`config.mk`:
```
export PLATFORM = sky130hd
export DESIGN_NAME = i2c_register_access_master_core
export DESIGN_NICKNAME = d
export VERILOG_FILES = /design/src/sv/i2cram_pkg.sv /design/src/sv/i2c_register_access_master_core.sv
export SDC_FILE = /design/constraint.sdc
export NUM_CORES = 1
export LEC_CHECK = 0
export BUFFER_PORTS_ARGS = -buffer_cell sky130_fd_sc_hd__buf_2
export CORE_MARGIN = 5
export CORE_UTILIZATION = 30
export CTS_BUF_LIST = sky130_fd_sc_hd__clkbuf_8
export DETAILED_ROUTE_END_ITERATION = 6
export SETUP_SLACK_MARGIN = 0.05
export SYNTH_ARGS = -nofsm -noshare
export SYNTH_HDL_FRONTEND = slang
export SYNTH_SLANG_ARGS = --single-unit
```
`constraint.sdc`:
```
create_clock -name i_clk -period 3.3 [get_ports i_clk]
set_input_delay 0.99 -clock i_clk [delete_from_list [all_inputs] [get_ports i_clk]]
set_output_delay 0.99 -clock i_clk [all_outputs]
set_load 0.02 [all_outputs]
```
`src/sv/i2cram_pkg.sv`:
```
// shared types and constants of the i2c register access master
// holds request codes, sequencer step codes and the result layout; no dependencies
`default_nettype none

package i2cram_pkg;

    // field widths
    localparam int OP_W      = 2;
    localparam int BYTE_W    = 8;
    localparam int DEV_W     = 7;
    localparam int STEP_W    = 4;
    localparam int QPHASE_W  = 2;
    localparam int BITCNT_W  = 3;
    localparam int IN_DATA_W = 32;
    localparam int OUT_W     = 16;

    // device address after reset
    localparam logic [DEV_W-1:0] TARGET_ADDR_RESET = 7'd118;

    // request operation codes
    localparam logic [OP_W-1:0] OP_TICK  = 2'd0;
    localparam logic [OP_W-1:0] OP_WRITE = 2'd1;
    localparam logic [OP_W-1:0] OP_READ  = 2'd2;

    // sequencer steps, byte steps are followed directly by their ack step
    localparam logic [STEP_W-1:0] ST_IDLE     = 4'd0;
    localparam logic [STEP_W-1:0] ST_START    = 4'd1;
    localparam logic [STEP_W-1:0] ST_ADDR     = 4'd2;
    localparam logic [STEP_W-1:0] ST_ACK_ADDR = 4'd3;
    localparam logic [STEP_W-1:0] ST_REG      = 4'd4;
    localparam logic [STEP_W-1:0] ST_ACK_REG  = 4'd5;
    localparam logic [STEP_W-1:0] ST_WDATA    = 4'd6;
    localparam logic [STEP_W-1:0] ST_ACK_DATA = 4'd7;
    localparam logic [STEP_W-1:0] ST_STOP     = 4'd8;
    localparam logic [STEP_W-1:0] ST_RSTART   = 4'd9;
    localparam logic [STEP_W-1:0] ST_RADDR    = 4'd10;
    localparam logic [STEP_W-1:0] ST_RACK     = 4'd11;
    localparam logic [STEP_W-1:0] ST_RDATA    = 4'd12;
    localparam logic [STEP_W-1:0] ST_MACK     = 4'd13;
    localparam logic [STEP_W-1:0] ST_RSTOP    = 4'd14;

    // result word, listed from the highest bit down
    typedef struct packed {
        logic              command_rejected;
        logic              busy_res;
        logic              done_res;
        logic              ack_error;
        logic [BYTE_W-1:0] read_data;
        logic              read_valid;
        logic              data_taken;
        logic              sda_drive_low;
        logic              scl_drive_low;
    } t_result;

endpackage

`default_nettype wire

```
`src/sv/i2c_register_access_master_core.sv`:
```
// i2c register access master: command latch, quarter-bit sequencer and result register
// depends on i2cram_pkg for codes and the result layout
`default_nettype none

// Usage
//   The slave stream carries requests: tuser holds the operation (tick, start write,
//   start read), tdata the register byte, byte count, next write byte and sampled SDA.
//   A command latches a transaction; each following tick advances it by one quarter
//   of an SCL bit and reports the SCL and SDA drives as they stand afterwards.
//   Every request yields exactly one result on the master stream.
//   The result becomes valid in the cycle after the request is accepted; a request can be
//   taken every cycle while the result register is free or being read, since the whole step
//   is one pass of logic between the state registers and the result register.
//   When the receiver stalls, the result register holds its word and tready stays
//   high only if that word is being taken in the same cycle, so nothing is lost.
//   The device address is written through i_cfg_wr_en / i_cfg_wr_data; the user must
//   do so only while idle, as the block does not check it. Synchronous reset (i_rst_n
//   low) returns the sequencer to idle, releases both pins, clears the error flag,
//   empties the result register and sets the device address back to its default.
module i2c_register_access_master_core
    import i2cram_pkg::*;
(
    input  wire logic                 i_clk,
    input  wire logic                 i_rst_n,
    // configuration
    input  wire logic                 i_cfg_wr_en,
    input  wire logic [DEV_W-1:0]     i_cfg_wr_data,
    // request stream
    input  wire logic                 s_axis_tvalid,
    output logic                      s_axis_tready,
    // tdata: register_address[7:0], byte_count[15:8], write_data[23:16], sda_level[24]
    input  wire logic [IN_DATA_W-1:0] s_axis_tdata,
    // tuser: operation[1:0]
    input  wire logic [OP_W-1:0]      s_axis_tuser,
    // result stream
    output logic                      m_axis_tvalid,
    input  wire logic                 m_axis_tready,
    // tdata: scl_drive_low[0], sda_drive_low[1], data_taken[2], read_valid[3],
    //        read_data[11:4], ack_error[12], done_res[13], busy_res[14],
    //        command_rejected[15]
    output logic [OUT_W-1:0]          m_axis_tdata
);

    // request fields
    logic [OP_W-1:0]   op;
    logic [BYTE_W-1:0] in_reg;
    logic [BYTE_W-1:0] in_count;
    logic [BYTE_W-1:0] in_wdata;
    logic              in_sda;
    logic              accept;

    assign op       = s_axis_tuser;
    assign in_reg   = s_axis_tdata[7:0];
    assign in_count = s_axis_tdata[15:8];
    assign in_wdata = s_axis_tdata[23:16];
    assign in_sda   = s_axis_tdata[24];

    // state registers
    logic [DEV_W-1:0]    r_target_addr;
    logic [STEP_W-1:0]   r_step,  n_step;
    logic [QPHASE_W-1:0] r_qph,   n_qph;
    logic [BITCNT_W-1:0] r_bcnt,  n_bcnt;
    logic [BYTE_W-1:0]   r_shift, n_shift;
    logic [BYTE_W-1:0]   r_left,  n_left;
    logic [BYTE_W-1:0]   r_sreg,  n_sreg;
    logic                r_is_rd, n_is_rd;
    logic                r_ack,   n_ack;
    logic                r_scl,   n_scl;
    logic                r_sda,   n_sda;

    // result register
    logic    r_out_valid;
    t_result r_out;
    t_result n_out;

    // per-step temporaries
    logic [BYTE_W-1:0] shift_src;
    logic [BYTE_W-1:0] rx_byte;
    logic [BYTE_W-1:0] left_dec;
    logic              tx_one;
    logic              taken;
    logic              rvalid;
    logic              done;
    logic              rejected;

    // result register frees up when empty or being taken
    assign s_axis_tready = !r_out_valid || m_axis_tready;
    assign accept        = s_axis_tvalid && s_axis_tready;
    assign m_axis_tvalid = r_out_valid;
    assign m_axis_tdata  = r_out;

    // sequencer next state
    always_comb begin
        n_step    = r_step;
        n_qph     = r_qph;
        n_bcnt    = r_bcnt;
        n_shift   = r_shift;
        n_left    = r_left;
        n_sreg    = r_sreg;
        n_is_rd   = r_is_rd;
        n_ack     = r_ack;
        n_scl     = r_scl;
        n_sda     = r_sda;
        taken     = 1'b0;
        rvalid    = 1'b0;
        done      = 1'b0;
        rejected  = 1'b0;
        shift_src = r_shift;
        rx_byte   = {r_shift[BYTE_W-2:0], in_sda};
        left_dec  = r_left - 8'd1;
        tx_one    = 1'b0;

        if (op == OP_WRITE || op == OP_READ) begin
            // command: latch when idle, reject otherwise
            if (r_step != ST_IDLE) begin
                rejected = 1'b1;
            end else begin
                n_sreg  = in_reg;
                n_left  = in_count;
                n_is_rd = (op == OP_READ);
                n_ack   = 1'b0;
                n_step  = ST_START;
                n_qph   = '0;
                n_bcnt  = '0;
            end
        end else if (op == OP_TICK && r_step != ST_IDLE) begin
            case (r_step)
                // start condition: release sda, release scl, pull sda
                ST_START, ST_RSTART: begin
                    if (r_qph == 2'd0) begin
                        n_sda = 1'b0;
                    end else if (r_qph == 2'd1) begin
                        n_scl = 1'b0;
                    end else begin
                        n_sda = 1'b1;
                    end
                    if (r_qph[1]) begin
                        n_step = (r_step == ST_START) ? ST_ADDR : ST_RADDR;
                        n_qph  = '0;
                        n_bcnt = '0;
                    end else begin
                        n_qph = r_qph + 2'd1;
                    end
                end
                // sent byte, loaded on its first quarter
                ST_ADDR, ST_REG, ST_WDATA, ST_RADDR: begin
                    if (r_qph == 2'd0 && r_bcnt == 3'd0) begin
                        case (r_step)
                            ST_ADDR:  shift_src = {r_target_addr, 1'b0};
                            ST_RADDR: shift_src = {r_target_addr, 1'b1};
                            ST_REG:   shift_src = r_sreg;
                            default: begin
                                shift_src = in_wdata;
                                taken     = 1'b1;
                            end
                        endcase
                    end
                    n_shift = shift_src;
                    tx_one  = shift_src[BYTE_W-1];
                    if (r_qph == 2'd0) begin
                        n_scl = 1'b1;
                        n_qph = r_qph + 2'd1;
                    end else if (r_qph == 2'd1) begin
                        n_sda = !tx_one;
                        n_qph = r_qph + 2'd1;
                    end else if (r_qph == 2'd2) begin
                        n_scl = 1'b0;
                        n_qph = r_qph + 2'd1;
                    end else begin
                        n_shift = {shift_src[BYTE_W-2:0], 1'b0};
                        n_qph   = '0;
                        if (r_bcnt == 3'd7) begin
                            n_step = r_step + 4'd1;
                            n_bcnt = '0;
                        end else begin
                            n_bcnt = r_bcnt + 3'd1;
                        end
                    end
                end
                // acknowledge from the target, sampled in the fourth quarter
                ST_ACK_ADDR, ST_ACK_REG, ST_ACK_DATA, ST_RACK: begin
                    if (r_qph == 2'd0) begin
                        n_scl = 1'b1;
                        n_sda = 1'b0;
                        n_qph = r_qph + 2'd1;
                    end else if (r_qph == 2'd1) begin
                        n_qph = r_qph + 2'd1;
                    end else if (r_qph == 2'd2) begin
                        n_scl = 1'b0;
                        n_qph = r_qph + 2'd1;
                    end else begin
                        n_ack  = r_ack | in_sda;
                        n_qph  = '0;
                        n_bcnt = '0;
                        case (r_step)
                            ST_ACK_ADDR: n_step = ST_REG;
                            ST_ACK_REG: begin
                                n_step = (r_is_rd || r_left == 8'd0) ? ST_STOP : ST_WDATA;
                            end
                            ST_ACK_DATA: begin
                                n_left = left_dec;
                                n_step = (left_dec == 8'd0) ? ST_STOP : ST_WDATA;
                            end
                            default: n_step = (r_left == 8'd0) ? ST_MACK : ST_RDATA;
                        endcase
                    end
                end
                // received data bit
                ST_RDATA: begin
                    if (r_qph == 2'd0) begin
                        n_scl = 1'b1;
                        n_sda = 1'b0;
                        n_qph = r_qph + 2'd1;
                    end else if (r_qph == 2'd1) begin
                        n_qph = r_qph + 2'd1;
                    end else if (r_qph == 2'd2) begin
                        n_scl = 1'b0;
                        n_qph = r_qph + 2'd1;
                    end else begin
                        n_shift = rx_byte;
                        n_qph   = '0;
                        if (r_bcnt == 3'd7) begin
                            rvalid = 1'b1;
                            if (r_left != 8'd0) begin
                                n_left = left_dec;
                            end
                            n_step = ST_MACK;
                            n_bcnt = '0;
                        end else begin
                            n_bcnt = r_bcnt + 3'd1;
                        end
                    end
                end
                // master ack after a byte, nack after the last one
                ST_MACK: begin
                    tx_one = (r_left == 8'd0);
                    if (r_qph == 2'd0) begin
                        n_scl = 1'b1;
                        n_qph = r_qph + 2'd1;
                    end else if (r_qph == 2'd1) begin
                        n_sda = !tx_one;
                        n_qph = r_qph + 2'd1;
                    end else if (r_qph == 2'd2) begin
                        n_scl = 1'b0;
                        n_qph = r_qph + 2'd1;
                    end else begin
                        n_step = (r_left != 8'd0) ? ST_RDATA : ST_RSTOP;
                        n_qph  = '0;
                        n_bcnt = '0;
                    end
                end
                // stop condition: pull both, release scl, release sda
                ST_STOP, ST_RSTOP: begin
                    if (r_qph == 2'd0) begin
                        n_scl = 1'b1;
                        n_sda = 1'b1;
                    end else if (r_qph == 2'd1) begin
                        n_scl = 1'b0;
                    end else begin
                        n_sda = 1'b0;
                    end
                    if (r_qph[1]) begin
                        n_qph  = '0;
                        n_bcnt = '0;
                        if (r_step == ST_STOP && r_is_rd) begin
                            n_step = ST_RSTART;
                        end else begin
                            n_step = ST_IDLE;
                            done   = 1'b1;
                        end
                    end else begin
                        n_qph = r_qph + 2'd1;
                    end
                end
                default: begin
                    n_step = ST_IDLE;
                    n_qph  = '0;
                    n_bcnt = '0;
                    n_scl  = 1'b0;
                    n_sda  = 1'b0;
                end
            endcase
        end
    end

    // result word for this request
    always_comb begin
        n_out.scl_drive_low    = n_scl;
        n_out.sda_drive_low    = n_sda;
        n_out.data_taken       = taken;
        n_out.read_valid       = rvalid;
        n_out.read_data        = rvalid ? rx_byte : 8'd0;
        n_out.ack_error        = n_ack;
        n_out.done_res         = done;
        n_out.busy_res         = (n_step != ST_IDLE);
        n_out.command_rejected = rejected;
    end

    // device address register
    always_ff @(posedge i_clk) begin
        if (!i_rst_n) begin
            r_target_addr <= TARGET_ADDR_RESET;
        end else if (i_cfg_wr_en) begin
            r_target_addr <= i_cfg_wr_data;
        end
    end

    // sequencer state, advanced once per accepted request
    always_ff @(posedge i_clk) begin
        if (!i_rst_n) begin
            r_step  <= ST_IDLE;
            r_qph   <= '0;
            r_bcnt  <= '0;
            r_shift <= '0;
            r_left  <= '0;
            r_sreg  <= '0;
            r_is_rd <= 1'b0;
            r_ack   <= 1'b0;
            r_scl   <= 1'b0;
            r_sda   <= 1'b0;
        end else if (accept) begin
            r_step  <= n_step;
            r_qph   <= n_qph;
            r_bcnt  <= n_bcnt;
            r_shift <= n_shift;
            r_left  <= n_left;
            r_sreg  <= n_sreg;
            r_is_rd <= n_is_rd;
            r_ack   <= n_ack;
            r_scl   <= n_scl;
            r_sda   <= n_sda;
        end
    end

    // result register
    always_ff @(posedge i_clk) begin
        if (!i_rst_n) begin
            r_out_valid <= 1'b0;
        end else if (accept) begin
            r_out_valid <= 1'b1;
        end else if (m_axis_tready) begin
            r_out_valid <= 1'b0;
        end
    end

    always_ff @(posedge i_clk) begin
        if (accept) begin
            r_out <= n_out;
        end
    end

    // a finished transaction never reports itself busy
    a_done_not_busy: assert property (@(posedge i_clk) disable iff (!i_rst_n)
        r_out_valid && r_out.done_res |-> !r_out.busy_res)
        else $error("done result reports busy");

    // a rejected command leaves the sequencer where it was
    a_reject_holds: assert property (@(posedge i_clk) disable iff (!i_rst_n)
        accept && (op == OP_WRITE || op == OP_READ) && r_step != ST_IDLE
        |=> r_step == $past(r_step) && r_qph == $past(r_qph))
        else $error("rejected command moved the sequencer");

    // a completed read byte is always followed by the master ack bit
    a_rvalid_to_mack: assert property (@(posedge i_clk) disable iff (!i_rst_n)
        accept && rvalid |=> r_step == ST_MACK && r_qph == 2'd0)
        else $error("read byte not followed by master ack");

    // start and stop take three quarters only
    a_cond_phase: assert property (@(posedge i_clk) disable iff (!i_rst_n)
        (r_step == ST_START || r_step == ST_RSTART || r_step == ST_STOP ||
         r_step == ST_RSTOP) |-> r_qph != 2'd3)
        else $error("start or stop past its third quarter");

    // the bit counter runs only inside data bytes
    a_bcnt_scope: assert property (@(posedge i_clk) disable iff (!i_rst_n)
        r_bcnt != 3'd0 |-> (r_step == ST_ADDR || r_step == ST_REG ||
         r_step == ST_WDATA || r_step == ST_RADDR || r_step == ST_RDATA))
        else $error("bit counter set outside a byte");

endmodule

`default_nettype wire

```
==> results.cfg <==
[layout]
seq_area_sq_um = 1380
diodes = 0
layout_commonest_cell = buf_2
layout_common_cells = buf_2, nand2_1, a21oi_1
multi_input_area_sq_um = 2310
synthToLayoutAreaGrowth_pct = 17.6
drive_gt1_share_pct = 20.1
n_fill_cell = 1381
final_nets = 605
post-route-util_pct = 36.3
final_cells = 718

[synthesis]
ys_async_sr_fraction_pct = 0
synth_top_flop_cell = dfxtp_1
synthCells = 484
syn_area_sq_um = 3930
yosysSeqAreaShare_pct = 35.2
yosysWarnings = 0
synth_edf_count = 16
syn_avg_cell_area_sq_um = 8.11
synth_seq_cells = 61
syn_nets = 548
ys_types = 68

[run]
maxCapViolations = 0

[outcome]
outcome = finished clean

[grt]
grt_max_degree = 30
overflow = 0
grt_pass1_wl_um = 18400
grt_util_all_layers_pct = 14.3
grt_pass1_vias = 3595
antenna_found_initial = 0

[floorplanning]
initial_utilization_pct = 30.9
dieArea_sq_um = 15500
die_h_um = 124
std_cell_rows = 41
fp.dieW_um = 124
io_pins = 64
core_area_sq_um = 12700

[sta]
post-route-period-util_pct = 85.3
worst_pin_slew_ns = 1.09
fmax_ghz = 0.355
finalCriticalPeriod_ns = 2.82
drv_slew = 0
setup_tns_ns = 0
skew_ns = 0.0113
final-setup-viol-count = 0
slew_headroom_pct = 27.3
rsz0062_at_grt = false
timing.final.ws_setup_ns = 0.484
hold_viol = 0

[pwr]
irDropWorstVdd_mv = 0.217
powerDensity_nw_per_um2 = 383
p_sw_mw = 0.503
pwr-share-clk_pct = 37.2
combPwrFrac_pct = 16.7
p_sw_share_pct = 28.4
pwr-share-seq_pct = 46.1
leakage_nw = 1.75
p_int_mw = 1.27

[worst_setup_path]
end_kind = register
max_stage_delay_ns = 0.49
crit_fanout = 9
crit_type = reg -> reg
crit_chain = inv_1 -> ha_1 -> and2_1 -> a21oi_1 -> o2bb2ai_1 -> nor4_1 -> and3_1 -> o21ai_1
worstPathArrival_ns = 2.89
crit_path_top_delay_cell = dfxtp_1
crit_path_start = r_step[1]$_SDFFE_PN0P_
cp.required_ns = 3.37
rrSetupSlack_ns = 0.48
r2r_start = r_step[1]$_SDFFE_PN0P_
start_kind = register

[cts]
root_buffer = clkbuf_8
cts_buffers = 9
clock_latency_ns = 0.35
clockBufferDepth = 2
ctsHoldBuffers = 0
htree_levels = 3
cts_tree = built
postCtsSetupRepairBufs = 0
clock_sinks = 61
cts_resized = 0
clkSlewWorstSetupHoldPaths_ns = 0.07

[routing]
first_iter_violations = 382
first_pass_iters = 5
via_count = 3800
wl_um = 11200
vias_per_cell = 5.29
wl_per_cell_um = 15.6
drc = 0
drtAntennaViolNets = 0

[placed_design]
io_buffers = 56
dpl.hpwl_um = 8440
gp_congestion = 0.951
dpl_worst_slack_ns = 0.329
placed_cells = 702

[worst_hold_path]
hold_class = reg -> reg
min_from = r_sreg[2]$_SDFFE_PN0P_
## sequential cells by signal, summed over array words and instances, names as in the netlist
name           flops
m_axis_tdata      16
m_axis_tvalid      1
r_ack              1
r_bcnt             3
r_is_rd            1
r_left             8
r_qph              2
r_scl              1
r_sda              1
r_shift            8
r_sreg             8
r_step             4
r_target_addr      7
## worst max-delay path, delay by kind of cell (launching register included)
family,cells,cell delay (ns)
adder cells (fa/ha/maj),1,0.33
AND/OR/NAND/NOR,3,0.96
buffers and inverters,1,0.16
AO/OA/AOI/OAI,3,0.61
flip-flops,1,0.49
## per-layer routing
layer  vias up  track usage (%)  routed length, um
li1       1884                -                  -
met1      1751             20.3               5430
met2       139             20.8               4760
met3        26             3.86                763
met4         0             5.09                247
met5         -                0                  0
## final cells by class
cell class | count | share of cell area (%)
clock inverter | 6 | 1.16
clock buffer | 10 | 2.98
tap | 172 | 4.66
inverter | 21 | 1.71
sequential | 61 | 29.9
multi-input combinational | 370 | 49.9
timing repair buffer | 78 | 9.64
## metrics by stage
step | hold slack [ns] | instance area [sq um] | total power, mW
2_1_floorplan | 0.436 | 3930 | 1.03
3_3_place_gp | 0.458 | 4430 | 1.12
3_5_place_dp | 0.465 | 4430 | 1.12
4_1_cts | 0.476 | 4620 | 1.79
5_1_grt | 0.493 | 4620 | 1.86
6_report | 0.471 | 4620 | 1.77
## power groups by stage
stage	registers, mW	logic, mW	clock network, mW
finish	0.816	0.295	0.659
global route	0.819	0.330	0.715
CTS	0.816	0.294	0.683
detailed placement	0.832	0.292	0
global placement	0.832	0.290	0
floorplan	0.843	0.184	0
## final timing paths
| path | to | cells past startpoint |
|---|---|---|
| max reg2reg | m_axis_tdata[14]$_DFFE_PP_ | 8 |
| min | r_sreg[2]$_SDFFE_PN0P_ | 2 |
| max | m_axis_tdata[14]$_DFFE_PP_ | 8 |
| min reg2reg | r_sreg[2]$_SDFFE_PN0P_ | 2 |
## cells in the mapped netlist, types with 8 or more instances
| cell | instances | area, sq um |
|---|---|---|
| ha_1 | 18 | 225 |
| buf_2 | 11 | 55.1 |
| o21ai_0 | 27 | 135 |
| clkbuf_1 | 14 | 52.6 |
| nand2_1 | 48 | 180 |
| a211oi_1 | 9 | 67.6 |
| nand2b_1 | 11 | 68.8 |
| inv_1 | 21 | 78.8 |
| and2_1 | 13 | 81.3 |
| dfxtp_1 | 45 | 901 |
| nor3_1 | 12 | 60.1 |
| a21oi_1 | 48 | 240 |
| nand3_1 | 21 | 105 |
| nor2_1 | 38 | 143 |
| mux2i_1 | 8 | 80.1 |
| edfxtp_1 | 16 | 480 |
## cell families after synthesis
logic type | count (synthesis) | share of synthesized area (%)
and+or+nand+nor | 186 | 24.2
muxes | 9 | 2.33
buffers and inverters | 53 | 6.08
adders and majority gates | 18 | 5.73
xor gates and xnor gates | 2 | 0.446
DFF | 61 | 35.2
AOI/OAI and AO/OA | 155 | 26.1
Note: power is estimated with default switching activity, not from simulation.
